### config.mk
export PLATFORM = sky130hd
export DESIGN_NAME = ipv4_dotted_address_parser_core
export DESIGN_NICKNAME = d
export VERILOG_FILES = /design/src/design/ipv4p_pkg.sv /design/src/design/ipv4_dotted_address_parser_core.sv /design/src/design/ipv4p_step.sv
export SDC_FILE = /design/constraint.sdc
export NUM_CORES = 1
export LEC_CHECK = 0
export BUFFER_PORTS_ARGS = -buffer_cell sky130_fd_sc_hd__buf_4
export CORE_ASPECT_RATIO = 1.5
export CORE_MARGIN = 3
export CORE_UTILIZATION = 50
export CTS_CLUSTER_SIZE = 24
export DETAILED_ROUTE_END_ITERATION = 7
export PLACE_DENSITY_LB_ADDON = 0.1
export SYNTH_ARGS = -nofsm -noshare
export SYNTH_HDL_FRONTEND = slang
export SYNTH_SLANG_ARGS = --single-unit
### constraint.sdc
create_clock -name clk_i -period 7.7 [get_ports clk_i]
set_input_delay 1.155 -clock clk_i [delete_from_list [all_inputs] [get_ports clk_i]]
set_output_delay 1.155 -clock clk_i [all_outputs]
set_load 0.005 [all_outputs]
### src/design/ipv4p_pkg.sv
// Package for the IPv4 dotted address parser: phase, radix and verdict codes,
// the parser state type and the helper functions shared by the step logic.
// No dependencies.
package ipv4p_pkg;

  // Largest number of dot-separated parts and the index width for the stored ones
  localparam int unsigned MAX_PARTS  = 4;
  localparam int unsigned PART_IDX_W = 2;

  // Parse phase codes
  localparam logic [1:0] PH_START   = 2'd0;
  localparam logic [1:0] PH_ZERO    = 2'd1;
  localparam logic [1:0] PH_DIGITS  = 2'd2;
  localparam logic [1:0] PH_SETTLED = 2'd3;

  // Radix codes
  localparam logic [1:0] RX_DEC = 2'd0;
  localparam logic [1:0] RX_OCT = 2'd1;
  localparam logic [1:0] RX_HEX = 2'd2;

  // Verdict codes
  localparam logic [1:0] VD_OPEN = 2'd0;
  localparam logic [1:0] VD_PASS = 2'd1;
  localparam logic [1:0] VD_FAIL = 2'd2;

  // Character codes
  localparam logic [7:0] CH_NUL     = 8'h00;
  localparam logic [7:0] CH_ZERO    = 8'h30;
  localparam logic [7:0] CH_NINE    = 8'h39;
  localparam logic [7:0] CH_DOT     = 8'h2E;
  localparam logic [7:0] CH_SPACE   = 8'h20;
  localparam logic [7:0] CH_TAB     = 8'h09;
  localparam logic [7:0] CH_CR      = 8'h0D;
  localparam logic [7:0] CH_LOWER_A = 8'h61;
  localparam logic [7:0] CH_LOWER_F = 8'h66;
  localparam logic [7:0] CH_UPPER_A = 8'h41;
  localparam logic [7:0] CH_UPPER_F = 8'h46;
  localparam logic [7:0] CH_LOWER_X = 8'h78;
  localparam logic [7:0] CH_UPPER_X = 8'h58;

  // Range limits for the last part, by number of earlier parts
  localparam logic [31:0] LIM_24 = 32'h00FF_FFFF;
  localparam logic [31:0] LIM_16 = 32'h0000_FFFF;
  localparam logic [31:0] LIM_8  = 32'h0000_00FF;

  typedef struct packed {
    logic [1:0]            phase;
    logic [1:0]            radix;
    logic [31:0]           acc;
    logic [PART_IDX_W-1:0] part_count;
    logic [1:0]            verdict;
  } state_t;

  // Stored earlier parts, one word per part before the last
  typedef logic [MAX_PARTS-2:0][31:0] parts_t;

  localparam state_t STATE_RESET = '{
    phase:      PH_START,
    radix:      RX_DEC,
    acc:        32'd0,
    part_count: '0,
    verdict:    VD_OPEN
  };

  function automatic logic is_dec(input logic [7:0] c);
    return (c >= CH_ZERO) && (c <= CH_NINE);
  endfunction

  function automatic logic is_lower_hex(input logic [7:0] c);
    return (c >= CH_LOWER_A) && (c <= CH_LOWER_F);
  endfunction

  function automatic logic is_upper_hex(input logic [7:0] c);
    return (c >= CH_UPPER_A) && (c <= CH_UPPER_F);
  endfunction

  function automatic logic is_space(input logic [7:0] c);
    return (c == CH_SPACE) || ((c >= CH_TAB) && (c <= CH_CR));
  endfunction

  function automatic state_t settle_fail(input state_t s);
    state_t r;
    r         = s;
    r.verdict = VD_FAIL;
    r.phase   = PH_SETTLED;
    return r;
  endfunction

  // Terminator seen: range check the last part and OR the shifted earlier
  // parts in; earlier parts are not range checked, so their upper bits spill
  function automatic state_t finish_text(input state_t s, input parts_t p);
    state_t      r;
    logic [31:0] v;
    logic        bad;
    r   = s;
    v   = s.acc;
    bad = 1'b0;
    case (s.part_count)
      2'd1: begin
        bad = (v > LIM_24);
        v   = v | (p[0] << 24);
      end
      2'd2: begin
        bad = (v > LIM_16);
        v   = v | (p[0] << 24) | (p[1] << 16);
      end
      2'd3: begin
        bad = (v > LIM_8);
        v   = v | (p[0] << 24) | (p[1] << 16) | (p[2] << 8);
      end
      default: begin
        bad = 1'b0;
      end
    endcase
    if (bad) begin
      r = settle_fail(s);
    end else begin
      r.acc     = v;
      r.verdict = VD_PASS;
      r.phase   = PH_SETTLED;
    end
    return r;
  endfunction

  function automatic logic [31:0] byte_swap(input logic [31:0] n);
    return {n[7:0], n[15:8], n[23:16], n[31:24]};
  endfunction

endpackage

### src/design/ipv4_dotted_address_parser_core.sv
// Top level of the IPv4 dotted address parser: input register, parser state,
// stored parts and result register. Uses ipv4p_pkg and ipv4p_step.
//
// Takes an address text one character per beat (inet_aton rules: decimal,
// octal after a leading 0, hex after 0x; one to four dot-separated parts) and
// on the beat marked end_of_string gives one result: valid_res and the address
// in network byte order (zero when the text does not parse). One character is
// accepted every cycle while no end-of-text beat is held; the last character
// passes through the input register and its result into the result register. An
// end-of-text beat waits in the input register, holding off further characters,
// while the previous result is still unaccepted. The rate is set by the parser
// state update, whose combinational step covers one character's step as well as
// the closing range check and packing. The parser returns to its reset state
// after each text.
module ipv4_dotted_address_parser_core (
  input  logic        clk_i,
  input  logic        rst_ni,
  input  logic        in_valid_i,
  output logic        in_ready_o,
  input  logic [7:0]  char_code_i,
  input  logic        end_of_string_i,
  output logic        out_valid_o,
  input  logic        out_ready_i,
  output logic        valid_res_o,
  output logic [31:0] address_o
);

  logic                             in_valid_q;
  logic [7:0]                       char_q;
  logic                             eos_q;
  logic                             advance;
  logic                             in_fire;

  ipv4p_pkg::state_t                state_q;
  ipv4p_pkg::state_t                state_d;
  ipv4p_pkg::parts_t                parts_q;
  logic                             part_we;
  logic [ipv4p_pkg::PART_IDX_W-1:0] part_idx;
  logic [31:0]                      part_data;
  logic                             step_valid_res;
  logic [31:0]                      step_address;

  logic                             out_valid_q;
  logic                             valid_res_q;
  logic [31:0]                      address_q;

  // Beat in the input register moves on unless it carries a result and the
  // result register is still full
  assign advance    = in_valid_q && (!eos_q || !out_valid_q || out_ready_i);
  assign in_ready_o = !in_valid_q || advance;
  assign in_fire    = in_valid_i && in_ready_o;

  // Input register
  always_ff @(posedge clk_i or negedge rst_ni) begin
    if (!rst_ni) begin
      in_valid_q <= 1'b0;
    end else if (in_fire) begin
      in_valid_q <= 1'b1;
    end else if (advance) begin
      in_valid_q <= 1'b0;
    end
  end

  always_ff @(posedge clk_i) begin
    if (in_fire) begin
      char_q <= char_code_i;
      eos_q  <= end_of_string_i;
    end
  end

  // Parser step
  ipv4p_step u_step (
    .state_i     (state_q),
    .parts_i     (parts_q),
    .char_i      (char_q),
    .eos_i       (eos_q),
    .state_o     (state_d),
    .part_we_o   (part_we),
    .part_idx_o  (part_idx),
    .part_data_o (part_data),
    .valid_res_o (step_valid_res),
    .address_o   (step_address)
  );

  // Parser state; back to reset after each text
  always_ff @(posedge clk_i or negedge rst_ni) begin
    if (!rst_ni) begin
      state_q <= ipv4p_pkg::STATE_RESET;
    end else if (advance) begin
      state_q <= eos_q ? ipv4p_pkg::STATE_RESET : state_d;
    end
  end

  // Earlier parts, written on each dot that opens a new part
  always_ff @(posedge clk_i) begin
    if (advance && part_we) begin
      parts_q[part_idx] <= part_data;
    end
  end

  // Result register
  always_ff @(posedge clk_i or negedge rst_ni) begin
    if (!rst_ni) begin
      out_valid_q <= 1'b0;
    end else if (advance && eos_q) begin
      out_valid_q <= 1'b1;
    end else if (out_ready_i) begin
      out_valid_q <= 1'b0;
    end
  end

  always_ff @(posedge clk_i) begin
    if (advance && eos_q) begin
      valid_res_q <= step_valid_res;
      address_q   <= step_address;
    end
  end

  assign out_valid_o = out_valid_q;
  assign valid_res_o = valid_res_q;
  assign address_o   = address_q;

endmodule

### src/design/ipv4p_step.sv
// Next-state logic for one character beat of the address parser, plus the
// end-of-text terminator and the result word. Uses ipv4p_pkg.
module ipv4p_step (
  input  ipv4p_pkg::state_t                   state_i,
  input  ipv4p_pkg::parts_t                   parts_i,
  input  logic [7:0]                          char_i,
  input  logic                                eos_i,
  output ipv4p_pkg::state_t                   state_o,
  output logic                                part_we_o,
  output logic [ipv4p_pkg::PART_IDX_W-1:0]    part_idx_o,
  output logic [31:0]                         part_data_o,
  output logic                                valid_res_o,
  output logic [31:0]                         address_o
);

  ipv4p_pkg::state_t s;
  logic              in_digits;
  logic [31:0]       acc_scaled;
  logic [31:0]       digit;

  // Accumulator times the radix: shifts and one add
  always_comb begin
    case (s.radix)
      ipv4p_pkg::RX_HEX: acc_scaled = {s.acc[27:0], 4'd0};
      ipv4p_pkg::RX_OCT: acc_scaled = {s.acc[28:0], 3'd0};
      default:           acc_scaled = {s.acc[28:0], 3'd0} + {s.acc[30:0], 1'b0};
    endcase
  end

  // Value of a decimal or hex digit character
  always_comb begin
    if (ipv4p_pkg::is_dec(char_i)) begin
      digit = {24'd0, char_i - ipv4p_pkg::CH_ZERO};
    end else if (ipv4p_pkg::is_lower_hex(char_i)) begin
      digit = {24'd0, char_i - ipv4p_pkg::CH_LOWER_A + 8'd10};
    end else begin
      digit = {24'd0, char_i - ipv4p_pkg::CH_UPPER_A + 8'd10};
    end
  end

  // Character step followed by the terminator when the beat ends the text.
  // s holds the state after the prefix handling of the leading zero.
  always_comb begin
    s           = state_i;
    in_digits   = 1'b0;
    if (state_i.phase == ipv4p_pkg::PH_ZERO) begin
      s.phase = ipv4p_pkg::PH_DIGITS;
      s.radix = ((char_i == ipv4p_pkg::CH_LOWER_X) || (char_i == ipv4p_pkg::CH_UPPER_X)) ?
                ipv4p_pkg::RX_HEX : ipv4p_pkg::RX_OCT;
    end
    state_o     = s;
    part_we_o   = 1'b0;
    part_idx_o  = state_i.part_count;
    part_data_o = state_i.acc;

    case (state_i.phase)
      ipv4p_pkg::PH_START: begin
        if (!ipv4p_pkg::is_dec(char_i)) begin
          state_o = ipv4p_pkg::settle_fail(state_i);
        end else if (char_i == ipv4p_pkg::CH_ZERO) begin
          state_o.acc   = 32'd0;
          state_o.radix = ipv4p_pkg::RX_OCT;
          state_o.phase = ipv4p_pkg::PH_ZERO;
        end else begin
          state_o.acc   = digit;
          state_o.radix = ipv4p_pkg::RX_DEC;
          state_o.phase = ipv4p_pkg::PH_DIGITS;
        end
      end
      ipv4p_pkg::PH_ZERO: begin
        in_digits = (s.radix != ipv4p_pkg::RX_HEX);
      end
      ipv4p_pkg::PH_DIGITS: begin
        in_digits = 1'b1;
      end
      default: begin
        in_digits = 1'b0;
      end
    endcase

    if (in_digits) begin
      if (ipv4p_pkg::is_dec(char_i) ||
          ((s.radix == ipv4p_pkg::RX_HEX) &&
           (ipv4p_pkg::is_lower_hex(char_i) || ipv4p_pkg::is_upper_hex(char_i)))) begin
        state_o.acc = acc_scaled + digit;
      end else if (char_i == ipv4p_pkg::CH_DOT) begin
        if (s.part_count == ipv4p_pkg::PART_IDX_W'(ipv4p_pkg::MAX_PARTS - 1)) begin
          state_o = ipv4p_pkg::settle_fail(s);
        end else begin
          part_we_o          = 1'b1;
          state_o.part_count = s.part_count + 1'b1;
          state_o.acc        = 32'd0;
          state_o.radix      = ipv4p_pkg::RX_DEC;
          state_o.phase      = ipv4p_pkg::PH_START;
        end
      end else if ((char_i == ipv4p_pkg::CH_NUL) || ipv4p_pkg::is_space(char_i)) begin
        state_o = ipv4p_pkg::finish_text(s, parts_i);
      end else begin
        state_o = ipv4p_pkg::settle_fail(s);
      end
    end

    // End of text acts as a NUL terminator
    if (eos_i) begin
      case (state_o.phase)
        ipv4p_pkg::PH_START:   state_o = ipv4p_pkg::settle_fail(state_o);
        ipv4p_pkg::PH_ZERO,
        ipv4p_pkg::PH_DIGITS:  state_o = ipv4p_pkg::finish_text(state_o, parts_i);
        default:               state_o = state_o;
      endcase
    end
  end

  // Result word in network byte order, zero on failure
  assign valid_res_o = (state_o.verdict == ipv4p_pkg::VD_PASS);
  assign address_o   = valid_res_o ? ipv4p_pkg::byte_swap(state_o.acc) : 32'd0;

endmodule

==> flow_summary.toml <==
[placed_design]
port_buffers = 47
hpwl_um = 25700
place_inst = 1485
place_ws_ns = 0.490
globalplace.congestion = 0.939

[power]
comb_power_share = 0.462
p_leak_nw = 4.33
vdd_ir_drop_max_uv = 213
p_int_w = 0.00177
switching_power_w = 0.00136
p_per_area_nw_per_um2 = 268
p_total_w = 0.00312
power_frac_clock = 0.256
seqPwrFrac = 0.282
p_sw_frac = 0.434

[floorplanning]
ios = 48
start_util = 0.513
die-area_um2 = 22800
core_um2 = 20500
fp.dieH_um = 184
std_cell_rows = 64
die-width_um = 124

[detailed_routing]
wl_per_cell_um = 23.3
drt_iter0_markers = 971
firstDrtPassIters = 6
drc_errors = 0
viasPerCell = 6.80
final_antenna_net_count = 0
via_count = 10300
routed_wl_um = 35300

[setup_path]
end_kind = "flop"
path_cells = "or4_1 > nor4_4 > o21ai_1 > nand2_1 > xor2_1 > inv_1 > ha_1 > a211oi_1 > o21bai_1 > a21oi_1 > o21ai_0 > and3_1 > a211o_1 > and3_1 > or3b_1 > or4_1 > o31a_1 > o41a_1 > nor4_4 > buf_4 > a21oi_2 > buf_4 > a21oi_1"
cpMaxStageDelayCell = "or4_1"
cp-start-kind = "flop"
rr_startpoint = "char_q[6]"
crit_type = "flop to flop"
critical_path_required_ns = 7.97
crit_path_max_incr_delay_ns = 0.65
crit_path_start = "char_q[6]"
cp_max_fo = 33
arrival_ns = 7.66

[grt]
grt_remaining_overflow = 0
antenna_found_initial = 0
track_usage = 0.305
grt_pass1_vias = 9681
grt_start_max_net_pins = 51
grt_pass1_wl_um = 55300

[timing]
setup_viol = 0
final_hold_viol_count = 0
relSlewSlack = 0.352
rsz0062_at_grt = "false"
fin_crit_sh = 0.959
max_freq_mhz = 135
post-route-min-period_ns = 7.39
worst_pin_slew_ns = 0.964
worst_clock_skew_ns = 0.0108
fin_ws_ns = 0.313
drv_slew = 0
tns_ns = 0

[yosys]
synth_common_cells = "a21oi_1 (134), nand2_1 (118), nor2_1 (95), edfxtp_1 (90), o21ai_0 (81)"
synth_top_area_frac = 0.257
synth_most_common_cell = "a21oi_1"
yosys.area.top_type = "edfxtp_1"
synth-async-reset-ratio = 0.318
synth_area_um2 = 10500
synth_edf_count = 90
ys.flop_type = "edfxtp_1"
synth_nets = 1300
seq_area_frac_synth = 0.357
ys_top_cells_by_area = "edfxtp_1 (26%), dfrtp_1 (10%), ha_1 (6.4%)"
syn_inst = 1231
synth_area_per_cell_um2 = 8.54
ys_warn_count = 0
ys_ff_latch = 132
synth_cell_types = 86

[layout]
diodes = 0
drive_gt1_frac = 0.105
final_cells = 1517
num-fill-cells = 1903
nets = 1309
utilization = 0.569
syn2layout_area_growth_pct = 10.9

[clock_network]
postCtsHoldBufs = 0
clockBufferDepth = 2
path_clk_slew_ns = 0.06
clock_latency_ns = 0.44
cts_buffers = 17
htreeDepth = 4
cts_sinks = 132
cts_setup_buffers = 0
ctsRootBufferMaster = "clkbuf_16"
cts_tree = "built"
post_cts_resized = 0

[min_path]
hold_class = "flop to flop"
hold_start = "state_q[1]"

[outcome]
status = "finished clean"

[job]
drv_cap = 0
-- area by class of cell --
cell class	instances	area, um2	share of cell area
Timing Repair Buffer	73	548	0.0470
Clock inverter	15	155	0.0133
Tap cell	264	330	0.0283
Clock buffer	17	425	0.0365
Multi-Input combinational cell	984	6340	0.543
Sequential cell	132	3750	0.322
Inverter	32	120	0.0103
-- cell families after synthesis --
family | after synthesis | synth area share
buffers and inverters | 115 | 0.0433
multiplexers | 8 | 0.00773
flip-flops | 132 | 0.357
XOR/XNOR | 29 | 0.0241
adder cells (fa/ha/maj) | 56 | 0.0680
AO/OA/AOI/OAI | 481 | 0.306
AND/OR/NAND/NOR | 410 | 0.194
-- cells in the final DEF (no fill, tap or decap), types with 41 or more instances in the layout --
cell and count:
a21oi_1 134, a22oi_1 41, buf_4 73, dfrtp_1 42
edfxtp_1 90, ha_1 53, nand2_1 118, nand3_1 48
nor2_1 94, o21ai_0 81
-- critical path: cells and delay by family, from the launching register on --
family,cells,cell delay (ns)
flip-flops,1,0.60
AND/OR/NAND/NOR,8,2.68
XOR/XNOR,1,0.35
AO/OA/AOI/OAI,10,2.58
buffers and inverters,3,0.66
adder cells (fa/ha/maj),1,0.31
-- power by group through the flow --
| stage | clock network [W] | logic [W] | registers [W] |
|---|---|---|---|
| after global routing | 0.000836 | 0.00158 | 0.000883 |
| final | 0.000801 | 0.00144 | 0.000880 |
| after CTS | 0.000802 | 0.00142 | 0.000879 |
| after floorplan | 0 | 0.00105 | 0.000856 |
| after global placement | 0 | 0.00140 | 0.000892 |
| after detailed placement | 0 | 0.00141 | 0.000892 |
-- state kept, by name, indices dropped and copies added (netlist names) --
signal and cells:
char_q 8, out_valid_o 1, address_o 32, eos_q 1
in_valid_q 1, state_q 40, valid_res_o 1, parts_q 48
-- final timing paths --
kind                                  to  slack, ns  depth (start not counted)
min in group asynchronous    state_q[29]       0.71                          1
max in group asynchronous    state_q[11]       6.54                          1
min                           state_q[1]       0.50                          1
max                        address_o[17]       0.31                         23
min reg2reg                   state_q[1]       0.50                          1
max reg2reg                address_o[17]       0.31                         23
-- stage by stage --
step           instance area, um2  hold slack, ns
4_1_cts                     11700           0.497
5_1_grt                     11700           0.514
6_report                    11700           0.498
2_1_floorplan               10500           0.461
3_5_place_dp                11100           0.483
3_3_place_gp                11100           0.474
-- metal layers --
metal | share of wire | up-vias | wire [um] | track usage
met5 | 0 | - | 0 | 0
met2 | 0.47 | 562 | 16700 | 0.511
met4 | 0.052 | 0 | 1840 | 0.150
li1 | - | 4814 | - | -
met1 | 0.39 | 4831 | 13800 | 0.386
met3 | 0.084 | 110 | 2950 | 0.0465
Note: power is estimated with default switching activity, not from simulation.
